===== src/rtl/lpg_pkg.sv =====
package lpg_pkg;

   localparam int PIX_BITS = 16;

   // request opcodes
   localparam logic OP_START = 1'b0;
   localparam logic OP_NEXT  = 1'b1;

   typedef struct packed {
      logic                opcode;
      logic [PIX_BITS-1:0] x_start;
      logic [PIX_BITS-1:0] y_start;
      logic [PIX_BITS-1:0] x_end;
      logic [PIX_BITS-1:0] y_end;
      logic [PIX_BITS-1:0] pixel_color_in;
   } req_type;

   typedef struct packed {
      logic [PIX_BITS-1:0] pixel_x;
      logic [PIX_BITS-1:0] pixel_y;
      logic [PIX_BITS-1:0] pixel_color;
      logic                last_pixel;
   } rsp_type;

   // stepping direction of a line
   typedef struct packed {
      logic x_is_major;
      logic x_step_negative;
      logic y_step_negative;
   } step_dir_type;

endpackage


===== src/rtl/lpg_setup.sv =====
module lpg_setup #(
   parameter int CW = 16
) (
   input  logic [CW-1:0]        x_start,
   input  logic [CW-1:0]        y_start,
   input  logic [CW-1:0]        x_end,
   input  logic [CW-1:0]        y_end,
   output lpg_pkg::step_dir_type dir,
   output logic [CW-1:0]        major,
   output logic [CW:0]          twice_major,
   output logic [CW:0]          twice_minor,
   output logic signed [CW+2:0] err_init
);

   logic [CW:0]   dx;
   logic [CW:0]   dy;
   logic [CW:0]   dx_neg;
   logic [CW:0]   dy_neg;
   logic [CW-1:0] adx;
   logic [CW-1:0] ady;
   logic [CW-1:0] minor;

   always_comb begin
      dx = {1'b0, x_end} - {1'b0, x_start};
      dy = {1'b0, y_end} - {1'b0, y_start};
      dx_neg = -dx;
      dy_neg = -dy;
      // magnitudes never exceed 2^CW-1, so the low CW bits hold them
      adx = dx[CW] ? dx_neg[CW-1:0] : dx[CW-1:0];
      ady = dy[CW] ? dy_neg[CW-1:0] : dy[CW-1:0];
      dir.x_step_negative = dx[CW];
      dir.y_step_negative = dy[CW];
      dir.x_is_major = adx > ady;   // ties step along y
      major = dir.x_is_major ? adx : ady;
      minor = dir.x_is_major ? ady : adx;
      twice_major = {major, 1'b0};
      twice_minor = {minor, 1'b0};
      err_init = signed'({2'b00, minor, 1'b0}) - signed'({3'b000, major});
   end

endmodule


===== src/rtl/lpg_step.sv =====
module lpg_step #(
   parameter int CW = 16
) (
   input  logic [CW-1:0]         cur_x,
   input  logic [CW-1:0]         cur_y,
   input  logic signed [CW+2:0]  err,
   input  logic [CW:0]           twice_major,
   input  logic [CW:0]           twice_minor,
   input  lpg_pkg::step_dir_type dir,
   output logic [CW-1:0]         next_x,
   output logic [CW-1:0]         next_y,
   output logic signed [CW+2:0]  next_err
);

   logic          minor_step;
   logic          step_x;
   logic          step_y;
   logic [CW-1:0] x_moved;
   logic [CW-1:0] y_moved;

   always_comb begin
      minor_step = ~err[CW+2];
      step_x = dir.x_is_major | minor_step;
      step_y = ~dir.x_is_major | minor_step;
      x_moved = dir.x_step_negative ? cur_x - 1'b1 : cur_x + 1'b1;
      y_moved = dir.y_step_negative ? cur_y - 1'b1 : cur_y + 1'b1;
      next_x = step_x ? x_moved : cur_x;
      next_y = step_y ? y_moved : cur_y;
      next_err = err + signed'({2'b00, twice_minor})
                 - (minor_step ? signed'({2'b00, twice_major}) : '0);
   end

endmodule


===== src/rtl/line_pixel_generator.sv =====
// Channel  Direction  Payload            Handshake
// req      in         lpg_pkg::req_type  req_valid / req_stall
// rsp      out        lpg_pkg::rsp_type  rsp_valid / rsp_stall
//
// One transaction per cycle unless rsp stalls: a start or next request is
// resolved in the cycle it is accepted and its pixel sits in the rsp register
// the next cycle. The line setup and one Bresenham step feed the state
// registers combinationally. Synchronous reset leaves the block idle with rsp
// empty. req stalls only while a held pixel is stalled on rsp.
module line_pixel_generator #(
   parameter int COORD_BITS = 16
) (
   input  logic             clock,
   input  logic             reset,
   input  logic             req_valid,
   output logic             req_stall,
   input  lpg_pkg::req_type req_data,
   output logic             rsp_valid,
   input  logic             rsp_stall,
   output lpg_pkg::rsp_type rsp_data
);

   localparam int CW = COORD_BITS;
   localparam int PB = lpg_pkg::PIX_BITS;

   logic                  active_ff, active_in;
   logic [CW-1:0]         cur_x_ff, cur_x_in;
   logic [CW-1:0]         cur_y_ff, cur_y_in;
   logic signed [CW+2:0]  err_ff, err_in;
   logic [CW-1:0]         left_ff, left_in;
   logic [CW:0]           tmaj_ff, tmaj_in;
   logic [CW:0]           tmin_ff, tmin_in;
   lpg_pkg::step_dir_type dir_ff, dir_in;
   logic [PB-1:0]         color_ff, color_in;
   logic                  rsp_valid_ff, rsp_valid_in;
   lpg_pkg::rsp_type      rsp_ff, rsp_in;

   lpg_pkg::step_dir_type s_dir;
   logic [CW-1:0]         s_major;
   logic [CW:0]           s_tmaj;
   logic [CW:0]           s_tmin;
   logic signed [CW+2:0]  s_err;

   logic [CW-1:0]         st_x, st_y, nx_x, nx_y;
   logic signed [CW+2:0]  st_err, nx_err;
   logic [CW:0]           st_tmaj, st_tmin;
   lpg_pkg::step_dir_type st_dir;

   logic                  accept;
   logic                  is_start;
   logic [CW-1:0]         xs, ys;
   logic [CW-1:0]         left_dec;

   assign xs = req_data.x_start[CW-1:0];
   assign ys = req_data.y_start[CW-1:0];

   lpg_setup #(.CW(CW)) u_setup (
      .x_start     (xs),
      .y_start     (ys),
      .x_end       (req_data.x_end[CW-1:0]),
      .y_end       (req_data.y_end[CW-1:0]),
      .dir         (s_dir),
      .major       (s_major),
      .twice_major (s_tmaj),
      .twice_minor (s_tmin),
      .err_init    (s_err)
   );

   // a start steps off the freshly set up line, a next off the stored one
   always_comb begin
      if (is_start) begin
         st_x = xs;
         st_y = ys;
         st_err = s_err;
         st_tmaj = s_tmaj;
         st_tmin = s_tmin;
         st_dir = s_dir;
      end else begin
         st_x = cur_x_ff;
         st_y = cur_y_ff;
         st_err = err_ff;
         st_tmaj = tmaj_ff;
         st_tmin = tmin_ff;
         st_dir = dir_ff;
      end
   end

   lpg_step #(.CW(CW)) u_step (
      .cur_x       (st_x),
      .cur_y       (st_y),
      .err         (st_err),
      .twice_major (st_tmaj),
      .twice_minor (st_tmin),
      .dir         (st_dir),
      .next_x      (nx_x),
      .next_y      (nx_y),
      .next_err    (nx_err)
   );

   assign req_stall = rsp_valid_ff & rsp_stall;
   assign accept = req_valid & ~req_stall;
   assign is_start = req_data.opcode == lpg_pkg::OP_START;
   assign left_dec = left_ff - 1'b1;

   always_comb begin
      active_in = active_ff;
      cur_x_in = cur_x_ff;
      cur_y_in = cur_y_ff;
      err_in = err_ff;
      left_in = left_ff;
      tmaj_in = tmaj_ff;
      tmin_in = tmin_ff;
      dir_in = dir_ff;
      color_in = color_ff;
      rsp_in = rsp_ff;
      rsp_valid_in = rsp_valid_ff & rsp_stall;

      if (accept && is_start) begin
         rsp_valid_in = 1'b1;
         rsp_in.pixel_x = PB'(xs);
         rsp_in.pixel_y = PB'(ys);
         rsp_in.pixel_color = req_data.pixel_color_in;
         rsp_in.last_pixel = s_major == '0;
         active_in = s_major != '0;
         left_in = s_major;
         tmaj_in = s_tmaj;
         tmin_in = s_tmin;
         dir_in = s_dir;
         color_in = req_data.pixel_color_in;
         cur_x_in = nx_x;
         cur_y_in = nx_y;
         err_in = nx_err;
      end else if (accept && active_ff) begin
         rsp_valid_in = 1'b1;
         rsp_in.pixel_x = PB'(cur_x_ff);
         rsp_in.pixel_y = PB'(cur_y_ff);
         rsp_in.pixel_color = color_ff;
         rsp_in.last_pixel = left_dec == '0;
         left_in = left_dec;
         if (left_dec == '0) begin
            active_in = 1'b0;
         end else begin
            cur_x_in = nx_x;
            cur_y_in = nx_y;
            err_in = nx_err;
         end
      end
   end

   always_ff @(posedge clock) begin
      if (reset) begin
         active_ff <= 1'b0;
         rsp_valid_ff <= 1'b0;
      end else begin
         active_ff <= active_in;
         rsp_valid_ff <= rsp_valid_in;
      end
      cur_x_ff <= cur_x_in;
      cur_y_ff <= cur_y_in;
      err_ff <= err_in;
      left_ff <= left_in;
      tmaj_ff <= tmaj_in;
      tmin_ff <= tmin_in;
      dir_ff <= dir_in;
      color_ff <= color_in;
      rsp_ff <= rsp_in;
   end

   assign rsp_valid = rsp_valid_ff;
   assign rsp_data = rsp_ff;

endmodule

===== config.mk =====
export PLATFORM = sky130hd
export DESIGN_NAME = line_pixel_generator
export DESIGN_NICKNAME = d
export VERILOG_FILES = /design/src/rtl/lpg_pkg.sv /design/src/rtl/lpg_setup.sv /design/src/rtl/lpg_step.sv /design/src/rtl/line_pixel_generator.sv
export SDC_FILE = /design/constraint.sdc
export NUM_CORES = 1
export LEC_CHECK = 0
export BUFFER_PORTS_ARGS = -buffer_cell sky130_fd_sc_hd__buf_2
export CAP_MARGIN = 20
export CORE_ASPECT_RATIO = 1.2
export CORE_MARGIN = 5
export CORE_UTILIZATION = 55
export CTS_BUF_LIST = sky130_fd_sc_hd__clkbuf_2 sky130_fd_sc_hd__clkbuf_4 sky130_fd_sc_hd__clkbuf_8
export DETAILED_ROUTE_END_ITERATION = 10
export PLACE_DENSITY = 0.76
export SLEW_MARGIN = 0
export SYNTH_ARGS = -nofsm -noshare
export SYNTH_HDL_FRONTEND = slang
export SYNTH_HIERARCHICAL = 1
export SYNTH_SLANG_ARGS = --single-unit

===== constraint.sdc =====
create_clock -name clock -period 13.1 [get_ports clock]
set_input_delay 3.275 -clock clock [delete_from_list [all_inputs] [get_ports clock]]
set_output_delay 3.275 -clock clock [all_outputs]
set_load 0.01 [all_outputs]

==> impl_metrics.py <==
metrics = {
    "sta": {
        "drv_slew": 0,
        "max_freq_mhz": 80.1,
        "fin_setup_tns_ps": 0,
        "rsz0062_at_grt": "false",
        "skew_ps": 23.0,
        "worstMarginPinSlew_ps": 1010,
        "setup-violations-final": 0,
        "slew_headroom_pct": 32.6,
        "finalWorstSetupSlack_ps": 615,
        "min_period_ps": 12490,
        "hold_viol_final": 0,
        "timing.final.crit_share_pct": 95.3,
    },
    "cells_and_area": {
        "fillers": 2506,
        "fin_area_um2": 17200,
        "drive_above_1_share_pct": 18.6,
        "area_growth_pct": 8.87,
        "antennaDiodeCount": 0,
        "multi_input_area_um2": 9660,
        "seqCellArea_um2": 5110,
        "fin_nets": 2073,
    },
    "worst_hold_path": {
        "worstHoldEndpoint": "rsp_data[6]",
        "min-delay-start": "color_ff[5]",
        "hold_class": "register to register",
        "hold_depth": 2,
    },
    "setup_path": {
        "r2r_start": "tmaj_ff[0]",
        "crit_family": "compound AO/OA/AOI/OAI gates",
        "cp.required_ps": 13360,
        "cp_common_cell": "ha_1",
        "critPathSlowestCell": "fa_1",
        "rrSetupSlack_ps": 9650,
        "crit_path_max_incr_delay_ps": 510,
        "cp_num_buf_inv": 4,
        "crit_arrival_ps": 12750,
        "r2r_end": "err_ff[16]",
        "path_max_fanout": 15,
        "r2r.worst_path.cells": 12,
        "worstSetupEndpointType": "register",
        "startpoint_type": "input pin",
        "path_class": "input pin to register",
    },
    "floorplan": {
        "rows": 68,
        "ios": 136,
        "coreArea_um2": 28600,
        "die_area_um2": 32300,
        "die_w_um": 165,
        "die_h_um": 196,
        "start_util_pct": 55.3,
    },
    "detailed_routing": {
        "drc_errors": 0,
        "drtIter0Drc": 1122,
        "routed_via_density": 5.83,
        "vias": 13200,
        "drt_wl_total_um": 40600,
        "firstDrtPassIters": 7,
        "drtAntennaViolNets": 0,
        "wire_per_inst_um": 18.0,
    },
    "logic_synthesis": {
        "synth.cell_area_um2": 15800,
        "syn_inst": 1761,
        "async_flop_share_pct": 0,
        "synth_flop_cell": "edfxtp_1",
        "syn_area_per_cell_um2": 8.98,
        "ys_seq_area_share_pct": 32.3,
        "ys_warn_count": 6,
        "synth_edf_count": 169,
        "ys_ff_latch": 171,
        "ys_types": 109,
    },
    "cts": {
        "cts_max_level": 4,
        "clockBufferDepth": 2,
        "cts.sinks": 171,
        "cts_tree": "built",
        "clk_pin_slew_ps": 100,
        "root_buffer": "clkbuf_8",
        "numCtsBuffers": 17,
        "hold_buffers": 0,
        "clk_latency_ps": 500,
    },
    "placement": {
        "dp_hpwl_um": 30800,
        "placed_area_um2": 16800,
        "place_ws_ps": 261,
        "io_buffers": 135,
        "gp_congestion": 0.953,
    },
    "grt": {
        "grt_max_degree": 84,
        "use_met2_pct": 44.2,
        "grt.busiest_layer": "met2",
        "grt_antenna_before_repair": 1,
        "grt.overflow.total": 0,
        "grt_pass1_wl_um": 65200,
        "track_usage_pct": 25.1,
        "grt_pass1_vias": 13000,
        "grt.met1_usage_pct": 31.0,
        "grt_use_met3_pct": 4.16,
    },
    "flow_run": {
        "cap_viol_max_count": 0,
    },
    "outcome": {
        "status": "finished, final reports clean",
    },
}
Yosys cell counts, types with 18 or more instances:
cell | instances | area, µm²
a21o_1 | 36 | 270
a21oi_1 | 117 | 586
buf_4 | 22 | 165
clkbuf_1 | 36 | 135
edfxtp_1 | 169 | 5070
fa_1 | 22 | 440
ha_1 | 105 | 1310
inv_1 | 166 | 623
mux2_2 | 90 | 1010
mux2i_1 | 20 | 200
nand2_1 | 244 | 916
nand3_1 | 25 | 125
nor2_1 | 131 | 492
nor2b_1 | 32 | 200
nor3_1 | 27 | 135
o21a_1 | 18 | 135
o21ai_0 | 66 | 330
xnor2_1 | 68 | 596
xor2_1 | 43 | 377
metrics by stage:
stage / hold WS [ps] / util (%) / cells
detailed placement: 502 / 58.7 / 2227
floorplan: 491 / - / 1762
global route: 551 / 60.2 / 2259
CTS: 528 / 60.2 / 2259
finish: 522 / 60.2 / 2259
global placement: 497 / 58.7 / 2227
registers in the layout, indices dropped and copies added, names as in the netlist, 16 cells and up:
register / count
tmaj_ff: 17
left_ff: 16
color_ff: 16
cur_y_ff: 16
rsp_data: 49
cur_x_ff: 16
tmin_ff: 17
err_ff: 19
cell usage in the layout, fill, tap and decap left out, types with 11 or more instances in the layout:
cell type	instances
buf_2	134
ha_1	105
mux2i_1	20
buf_4	31
nor3_1	27
fa_1	22
xnor2_1	68
nand4_1	12
a31oi_1	13
nand3_1	24
o21a_1	18
nor2b_1	32
o21ai_0	66
inv_1	165
nor2_1	130
a211oi_1	15
mux2_2	89
nand2b_1	15
a21o_1	36
edfxtp_1	169
xor2_1	43
and2_1	14
nand2_1	244
o21bai_1	11
clkbuf_8	17
a21oi_1	117
and3_1	12
o211ai_1	15
final cells by class:
type	count	area share [%]
Clock buffer	18	1.40
Clock inverter	14	1.05
Inverter	167	3.67
Multi-Input combinational cell	1339	56.1
Sequential cell	171	29.7
Tap cell	385	2.80
Timing Repair Buffer	165	5.25
worst min-delay path, cell delays in order (launching register included):
cell and delay, ps:
edfxtp_1 330, nand2_1 40, nand2_1 50
layer usage:
| layer | routed length, µm | part of all wire (%) | up-vias |
|---|---|---|---|
| met4 | 1110 | 2.7 | 2 |
| met2 | 20700 | 51 | 364 |
| met1 | 16900 | 42 | 6284 |
| met3 | 1900 | 4.7 | 78 |
| li1 | - | - | 6435 |
| met5 | 7 | 0.017 | - |
logic make-up (layout without fill, tap and decap cells):
logic type      after synthesis  count (layout)  share of synthesized area, %
compound gates              395             395                          17.1
other cells                   1               2                        0.0237
simple gates                582             582                          17.8
mux                         113             113                          7.93
flops                       171             171                          32.3
xor+xnor                    116             116                          6.71
fa+ha+maj                   131             131                          11.4
buf+inv                     252             364                          6.76
repair_timing:
action | in CTS | in global routing
endpoints found under the hold margin | 0 | 0
endpoints found under the setup margin | 0 | 2
buffers inserted | 0 | 0
resized for setup | 0 | 1
how the worst max path moves through the flow:
stage            endpoint  cells after the start          from
2_1_floorplan  err_ff[16]                     47  req_data[32]
3_3_place_gp   err_ff[16]                     43  req_data[55]
3_5_place_dp   err_ff[16]                     45  req_data[64]
4_1_cts        err_ff[16]                     45  req_data[64]
5_1_grt        err_ff[16]                     46  req_data[64]
6_report       err_ff[16]                     45  req_data[64]
Power is not shown: default switching activity piles up to over one toggle a cycle in this logic, so the estimate is an artifact.
